`src/design/postfix_stack_evaluator_defines.svh`:
```
// assertion helpers for the postfix evaluator
`ifndef POSTFIX_STACK_EVALUATOR_DEFINES_SVH
`define POSTFIX_STACK_EVALUATOR_DEFINES_SVH
`ifndef SYNTHESIS
`define PSE_ASSERT_IMPL(label, clk, rst_n, ante, cons) \
    label: assert property (@(posedge clk) disable iff (!rst_n) (ante) |-> (cons)) \
        else $error("assertion failed");
`define PSE_ASSERT_NEXT(label, clk, rst_n, ante, cons) \
    label: assert property (@(posedge clk) disable iff (!rst_n) (ante) |=> (cons)) \
        else $error("assertion failed");
`else
`define PSE_ASSERT_IMPL(label, clk, rst_n, ante, cons)
`define PSE_ASSERT_NEXT(label, clk, rst_n, ante, cons)
`endif
`endif

```
`src/design/pse_pkg.sv`:
```
`default_nettype none
package pse_pkg;
    localparam int STACK_DEPTH_DEF = 32;

    localparam logic [2:0] ST_OK    = 3'd0;
    localparam logic [2:0] ST_DIV0  = 3'd1;
    localparam logic [2:0] ST_UNDER = 3'd2;
    localparam logic [2:0] ST_EMPTY = 3'd3;
    localparam logic [2:0] ST_OVER  = 3'd4;

    localparam logic [7:0] CH_0     = 8'h30;
    localparam logic [7:0] CH_9     = 8'h39;
    localparam logic [7:0] CH_ADD   = 8'h2b;
    localparam logic [7:0] CH_SUB   = 8'h2d;
    localparam logic [7:0] CH_MUL   = 8'h2a;
    localparam logic [7:0] CH_DIV   = 8'h2f;
    localparam logic [7:0] CH_POW   = 8'h5e;
    localparam logic [7:0] CH_MOD   = 8'h25;
    localparam logic [7:0] CH_AND   = 8'h26;
    localparam logic [7:0] CH_OR    = 8'h7c;

    typedef struct packed {
        logic [7:0] char_in;
        logic       last;
    } in_item_t;

    typedef struct packed {
        logic signed [31:0] value;
        logic [2:0]         status;
    } out_item_t;

    typedef enum logic [2:0] {
        OP_ADD, OP_SUB, OP_MUL, OP_DIVMOD, OP_POW, OP_AND, OP_OR
    } op_t;

    // controller to datapath
    typedef struct packed {
        logic       load_ch;
        logic       acc_digit;
        logic       push;
        logic       rd_top;
        logic       rd_next;
        logic       alu_start;
        logic       write_res;
        logic       finish;
        logic       set_err;
        logic [2:0] err;
        op_t        op;
        logic       is_mod;
    } dp_cmd_t;

    // datapath to controller
    typedef struct packed {
        logic alu_done;
        logic r_zero;
    } dp_stat_t;
endpackage
`default_nettype wire

```
`src/design/pse_ctrl.sv`:
```
`default_nettype none
module pse_ctrl
    import pse_pkg::*;
#(
    parameter int STACK_DEPTH = STACK_DEPTH_DEF
)
(
    input  wire logic                        clk,
    input  wire logic                        rst_n,
    input  wire logic                        in_valid,
    output logic                             in_ready,
    output logic                             out_valid,
    input  wire logic                        out_ready,
    input  wire logic [7:0]                  ch,
    input  wire logic                        ch_last,
    input  wire logic                        in_num,
    input  wire logic [$clog2(STACK_DEPTH+1)-1:0] count,
    input  wire dp_stat_t                    stat,
    output dp_cmd_t                          cmd
);
    localparam int CW = $clog2(STACK_DEPTH + 1);

    typedef enum logic [3:0] {
        S_IDLE, S_DECODE, S_RD_TOP, S_RD_NXT, S_CHK, S_ALU, S_END_PUSH,
        S_END_RD, S_END_WAIT, S_FIN
    } state_t;

    state_t state_reg, state_next;
    logic   out_valid_reg, out_valid_next;
    logic   is_digit, is_op, op_mod;
    op_t    op;

    assign is_digit = (ch >= CH_0) && (ch <= CH_9);
    always_comb
    begin
        is_op  = 1'b1;
        op     = OP_ADD;
        op_mod = 1'b0;
        case (ch)
            CH_ADD: op = OP_ADD;
            CH_SUB: op = OP_SUB;
            CH_MUL: op = OP_MUL;
            CH_DIV: op = OP_DIVMOD;
            CH_MOD: begin op = OP_DIVMOD; op_mod = 1'b1; end
            CH_POW: op = OP_POW;
            CH_AND: op = OP_AND;
            CH_OR:  op = OP_OR;
            default: is_op = 1'b0;
        endcase
    end

    // a waiting result only holds the final state, items keep entering
    assign in_ready = (state_reg == S_IDLE);
    assign out_valid = out_valid_reg;

    always_comb
    begin
        state_next     = state_reg;
        out_valid_next = out_valid_reg && !out_ready;
        cmd            = '0;
        cmd.op         = op;
        cmd.is_mod     = op_mod;
        case (state_reg)
            S_IDLE:
            begin
                cmd.load_ch = in_valid && in_ready;
                if (in_valid && in_ready)
                    state_next = S_DECODE;
            end
            S_DECODE:
            begin
                if (is_digit)
                begin
                    cmd.acc_digit = 1'b1;
                    state_next = ch_last ? S_END_PUSH : S_IDLE;
                end
                else if (in_num)
                begin
                    cmd.push = 1'b1;
                    state_next = S_RD_TOP;
                end
                else
                    state_next = S_RD_TOP;
            end
            S_RD_TOP:
            begin
                cmd.rd_top = 1'b1;
                if (!is_op || count == 0)
                    state_next = ch_last ? S_END_RD : S_IDLE;
                else if (count == CW'(1))
                begin
                    cmd.set_err = 1'b1;
                    cmd.err = ST_UNDER;
                    state_next = ch_last ? S_END_RD : S_IDLE;
                end
                else
                    state_next = S_RD_NXT;
            end
            S_RD_NXT:
            begin
                cmd.rd_next = 1'b1;
                state_next = S_CHK;
            end
            S_CHK:
            begin
                if (op == OP_DIVMOD && stat.r_zero)
                begin
                    cmd.set_err = 1'b1;
                    cmd.err = ST_DIV0;
                    state_next = ch_last ? S_END_RD : S_IDLE;
                end
                else
                begin
                    cmd.alu_start = 1'b1;
                    state_next = S_ALU;
                end
            end
            S_ALU:
            begin
                if (stat.alu_done)
                begin
                    cmd.write_res = 1'b1;
                    state_next = ch_last ? S_END_RD : S_IDLE;
                end
            end
            S_END_PUSH:
            begin
                cmd.push = 1'b1;
                state_next = S_END_RD;
            end
            S_END_RD:
            begin
                cmd.rd_top = 1'b1;
                state_next = S_END_WAIT;
            end
            S_END_WAIT:
            begin
                cmd.rd_top = 1'b1;
                state_next = S_FIN;
            end
            S_FIN:
            begin
                // keep the top entry on the read port while the result waits
                cmd.rd_top = 1'b1;
                if (!out_valid_reg || out_ready)
                begin
                    cmd.finish = 1'b1;
                    out_valid_next = 1'b1;
                    state_next = S_IDLE;
                end
            end
            default: state_next = S_IDLE;
        endcase
    end

    always_ff @(posedge clk or negedge rst_n)
    begin
        if (!rst_n)
        begin
            state_reg     <= S_IDLE;
            out_valid_reg <= 1'b0;
        end
        else
        begin
            state_reg     <= state_next;
            out_valid_reg <= out_valid_next;
        end
    end
endmodule
`default_nettype wire

```
`config.mk`:
```
export PLATFORM = sky130hd
export DESIGN_NAME = pse_ctrl
export DESIGN_NICKNAME = d
export VERILOG_FILES = /design/src/design/postfix_stack_evaluator_defines.svh /design/src/design/pse_pkg.sv /design/src/design/pse_ctrl.sv
export SDC_FILE = /design/constraint.sdc
export NUM_CORES = 1
export LEC_CHECK = 0
export BUFFER_PORTS_ARGS = -buffer_cell sky130_fd_sc_hd__buf_2
export CAP_MARGIN = 20
export CORE_MARGIN = 3
export CORE_UTILIZATION = 48
export CTS_BUF_LIST = sky130_fd_sc_hd__clkbuf_8
export DETAILED_ROUTE_END_ITERATION = 7
export GPL_TIMING_DRIVEN = 0
export PLACE_DENSITY_LB_ADDON = 0.08
export SYNTH_ARGS = -nofsm -noshare
export SYNTH_HDL_FRONTEND = slang
export SYNTH_SLANG_ARGS = --single-unit
export TNS_END_PERCENT = 100
```
`constraint.sdc`:
```
create_clock -name clk -period 2.15 [get_ports clk]
set_clock_uncertainty 0.1 [all_clocks]
set_input_delay 0.1075 -clock clk [delete_from_list [all_inputs] [get_ports clk]]
set_output_delay 0.1075 -clock clk [all_outputs]
set_load 0.1 [all_outputs]
```
After elaboration in Yosys (flattened, before gate mapping)
Index checks and enable logic that the tools add are counted.
{"block": "word_totals", "reg_bits": 5, "inputBits": 22, "out_inout_bits": 18, "elab_cells": 74}
{"block": "classes", "magnitude_cmp": 2, "eq_ne": 22, "muxes": 33, "reduce_logical": 15}
{"operator": "$eq A8 B6 Y1 const B", "count": 6}
{"operator": "$pmux W4 S10", "count": 1}
{"operator": "$mux W4", "count": 7}
{"operator": "$pmux W3 S6", "count": 1}
{"operator": "$mux W1", "count": 17}
{"operator": "$eq A4 B3 Y1 const B", "count": 4}
{"operator": "$eq A8 B7 Y1 const B", "count": 2}
{"operator": "$mux W3", "count": 5}
{"operator": "$eq A4 B2 Y1 const B", "count": 2}
{"operator": "$eq A4 B4 Y1 const B", "count": 2}
{"operator": "$ge A8 B6 Y1 const B", "count": 1}
{"operator": "$le A8 B6 Y1 const B", "count": 1}
{"operator": "$pmux W4 S2", "count": 1}
{"operator": "$reduce_or A8 Y1", "count": 1}
{"operator": "$eq A6 B1 Y1 const B", "count": 1}
{"operator": "$logic_not A6 Y1", "count": 1}
{"operator": "$eq A4 B1 Y1 const B", "count": 1}
{"operator": "$logic_and A1 B1 Y1", "count": 4}
{"operator": "$logic_not A4 Y1", "count": 1}
{"operator": "$ne A2 B2 Y1 const B", "count": 2}
{"operator": "$reduce_or A4 Y1", "count": 1}
{"operator": "$eq A3 B2 Y1 const B", "count": 1}
{"operator": "$logic_not A1 Y1", "count": 3}
{"operator": "$reduce_and A3 Y1", "count": 1}
{"operator": "4 further kinds", "count": 5}

Logic depth before layout (Yosys ltp)
{"block": "depth", "depth_word": 7, "ltp_mapped": 6, "depth_no_buf": 5}

Worst setup path after synthesis
No wires, ideal clock.
{"block": "synth_timing", "path_kind": "flip-flop to output port", "from": "register state_reg[0]", "to": "output port cmd[15] (netlist bit)", "arrival_ns": 4.604, "t_required_ns": 1.942, "path_slack_ns": -2.662, "stages_incl_launch_ff": 4, "path_buffers": 1, "cell_sequence": "dfrtp_1 clkbuf_1 nor4_1 and2_1"}
{"item": "from (decl)", "line": "pse_ctrl.sv:28", "source": "state_t state_reg, state_next;"}
{"item": "from (signal assigned)", "line": "pse_ctrl.sv:165", "source": "state_reg <= state_next;"}
{"item": "to (decl)", "line": "pse_ctrl.sv:19", "source": "output dp_cmd_t cmd"}

==> impl_metrics.toml <==
[run_status]
status = "completed"

[global_route]
antenna_found_initial = 0
grtUsageTotal = 0.225
grt_pass1_wl_um = 3730
grt_pass1_vias = 865
grt_max_degree = 11
grt_overflow = 0

[routing]
post_drt_wl_per_cell_um = 14.1
drc = 0
routed_via_density = 6.12
ant_nets = 0
dr.pass1.iters = 4
drt-initial-drc-count = 26
finalWirelength_um = 2400
num_vias = 1040

[power]
leakagePower_nw = 0.559
ir_drop_v = 0.00139
p_per_area_nw_per_um2 = 1240
power_w = 0.00144

[worst_setup_path]
cp_max_fo = 9
crit_required_ps = 1940
critPathTopFamily = "simple AND/OR/NAND/NOR gates"
cp_slowest_cell = "buf_2"
arrival_ps = 1810
slowest_delay_ps = 420
crit_buf_inv = 2
crit_top_cell = "buf_2"
end_kind = "output port"
worstSetupPathType = "in -> out"
worstPathCellList = "buf_2 > nor3b_2 > nand4b_1 > a211oi_2 > and3_2 > buf_2"
startpoint_type = "input pin"

[cts]
cts_tree = "done"
clk_latency_ps = 220
htreeDepth = 1
clkTransAtPathRegs_ps = 40
clk_path_buf_depth = 2
cts_inserted_buffers = 3
cts_num_sinks = 5
root_buffer = "clkbuf_8"

[synthesis]
synthXorXnorAreaFrac = 0.0417
synth_adder_area_share = 0
synth_largest_area_cell = "dfrtp_1"
ys_seq_area_frac = 0.149
yosys.area.top_type_share = 0.149
ys.flop_type = "dfrtp_1"
synth_cells = 113
syn-num-nets = 135
synth-edff-count = 0
synth-simple-area-share = 0.465
synth_top_family_by_area = "simple AND/OR/NAND/NOR gates"
synth-seq-cells = 5
synth_common_cells = "7 x a21oi_1, 7 x nand2_1, 7 x nor2b_1"
avgSynthCellArea_sq_um = 7.43
async_flop_share = 1.00
synthesis.area_sq_um = 840
synthMuxAreaShare = 0.0179
synth-compound-area-share = 0.249
post_synth_main_area_contributors = "dfrtp_1 15%, nor2b_1 5.2%, a21oi_1 4.2%, nand2b_1 3.7%, nor4bb_1 3.6%"
synth_warnings = 0
synth_cell_types = 49

[timing]
maxSlewViolCount = 0
rsz0062_at_grt = "false"
layout_worst_path_cycle_share = 0.940
finalSetupViolations = 0
hold_viol = 0
fin_crit_ps = 2020
tns_ps = 0
fmax_mhz = 495

[die]
dieArea_sq_um = 2290
core_area_sq_um = 1580
ios = 40
initial_core_util = 0.533
die_w_um = 47.8
placementRows = 14
die_h_um = 47.8

[place]
port_buffers = 36
place.gp.congestion = 0.875
post_dp_cell_area_sq_um = 1090
detailed_place_hpwl_um = 1870

[final_layout]
nets = 177
syn_to_final_growth_pct = 38.4
drive_above_1_share = 0.409
largest_reg_flops = 4
final_cell_area_sq_um = 1160
fill_cells = 140
antenna-diode-count = 0

[flow_run]
drv_cap = 0

[worst_hold_path]
holdCritPathClass = "in -> reg"
-- timing repair --
action                                  in CTS  in global routing
endpoints found under the setup margin       2                  4
endpoints found under the hold margin        5                  0
hold buffers                                 1                  0
gates resized for setup                      2                  7
setup buffers                                0                  0
-- placed cells by master, fill, tap and decap left out, types with 2 or more instances in the layout --
| cell | synthesis | routed |
|---|---|---|
| buf_2 | 1 | 34 |
| nand2_1 | 7 | 7 |
| nor2b_1 | 7 | 7 |
| nor2_1 | 6 | 6 |
| a21oi_1 | 7 | 6 |
| inv_1 | 4 | 5 |
| o21ai_1 | 3 | 5 |
| nand2b_1 | 5 | 5 |
| dfrtp_1 | 5 | 4 |
| and3_1 | 4 | 3 |
| xor2_1 | 3 | 3 |
| nand3_1 | 3 | 3 |
| or4_1 | 3 | 3 |
| and2_1 | 3 | 3 |
| clkbuf_2 | 0 | 3 |
| o21ai_0 | 5 | 3 |
| buf_4 | 2 | 3 |
| clkbuf_8 | 0 | 3 |
| nor4bb_1 | 3 | 2 |
| nand4_1 | 2 | 2 |
| a211oi_2 | 2 | 2 |
| a21o_1 | 2 | 2 |
| nor3_1 | 3 | 2 |
| a31oi_1 | 2 | 2 |
| clkbuf_4 | 0 | 2 |
-- final timing paths --
kind / end / slack (ps) / cells past startpoint / startpoint
max: cmd[4] / 130 / 6 / ch[2]
min reg2reg: out_valid / 470 / 2 / out_valid
min in group asynchronous: state_reg[2] / 120 / 2 / rst_n
max in group asynchronous: state_reg[1] / 1690 / 2 / rst_n
min: state_reg[1] / 110 / 3 / ch_last
max reg2reg: state_reg[0] / 540 / 5 / state_reg[0]
-- worst register-to-register path, stage by stage (launching register included) --
cell and delay, ps:
dfrtp_1 430, or4_1 530, a21oi_1 160, a21oi_1 70, a21oi_1 130, a31oi_1 50
-- stage by stage --
step                utilization  setup WS (ps)  hold slack, ps  instances
CTS                       0.732           25.5             110        170
detailed placement        0.694           79.1            -176        165
floorplan                     -           -711            -288        113
global placement          0.694            120            -181        165
global route              0.737           6.33             139        170
finish                    0.737            129             112        170
-- power by group --
group	switching (W)	internal [W]	leakage, nW
clock network	0.0000492	0.000123	0.0269
logic	0.000790	0.000289	0.469
registers	0.0000588	0.000132	0.0637
total	0.000898	0.000543	0.559
-- layer usage --
metal	part of all wire	track usage	vias to the layer above
met3	0.098	0.0150	0
met5	0	0	-
li1	-	-	505
met4	0	0.0806	0
met1	0.44	0.326	478
met2	0.46	0.348	57
-- cell families after synthesis --
logic type | Yosys count
and+or+nand+nor | 60
DFF | 5
buffers and inverters | 12
muxes | 1
other | 1
AOI/OAI and AO/OA | 30
xor gates and xnor gates | 4
-- layout make-up --
cell class	instances	area, sq um	share of cell area
multi-input combinational	96	708	0.609
timing repair buffer	37	198	0.170
sequential	5	126	0.109
buffer	8	50.0	0.0431
clock buffer	3	41.3	0.0355
tap	16	20.0	0.0172
inverter	4	15.0	0.0129
clock inverter	1	3.75	0.00323
No activity file was read; power rests on OpenSTA's default activity.
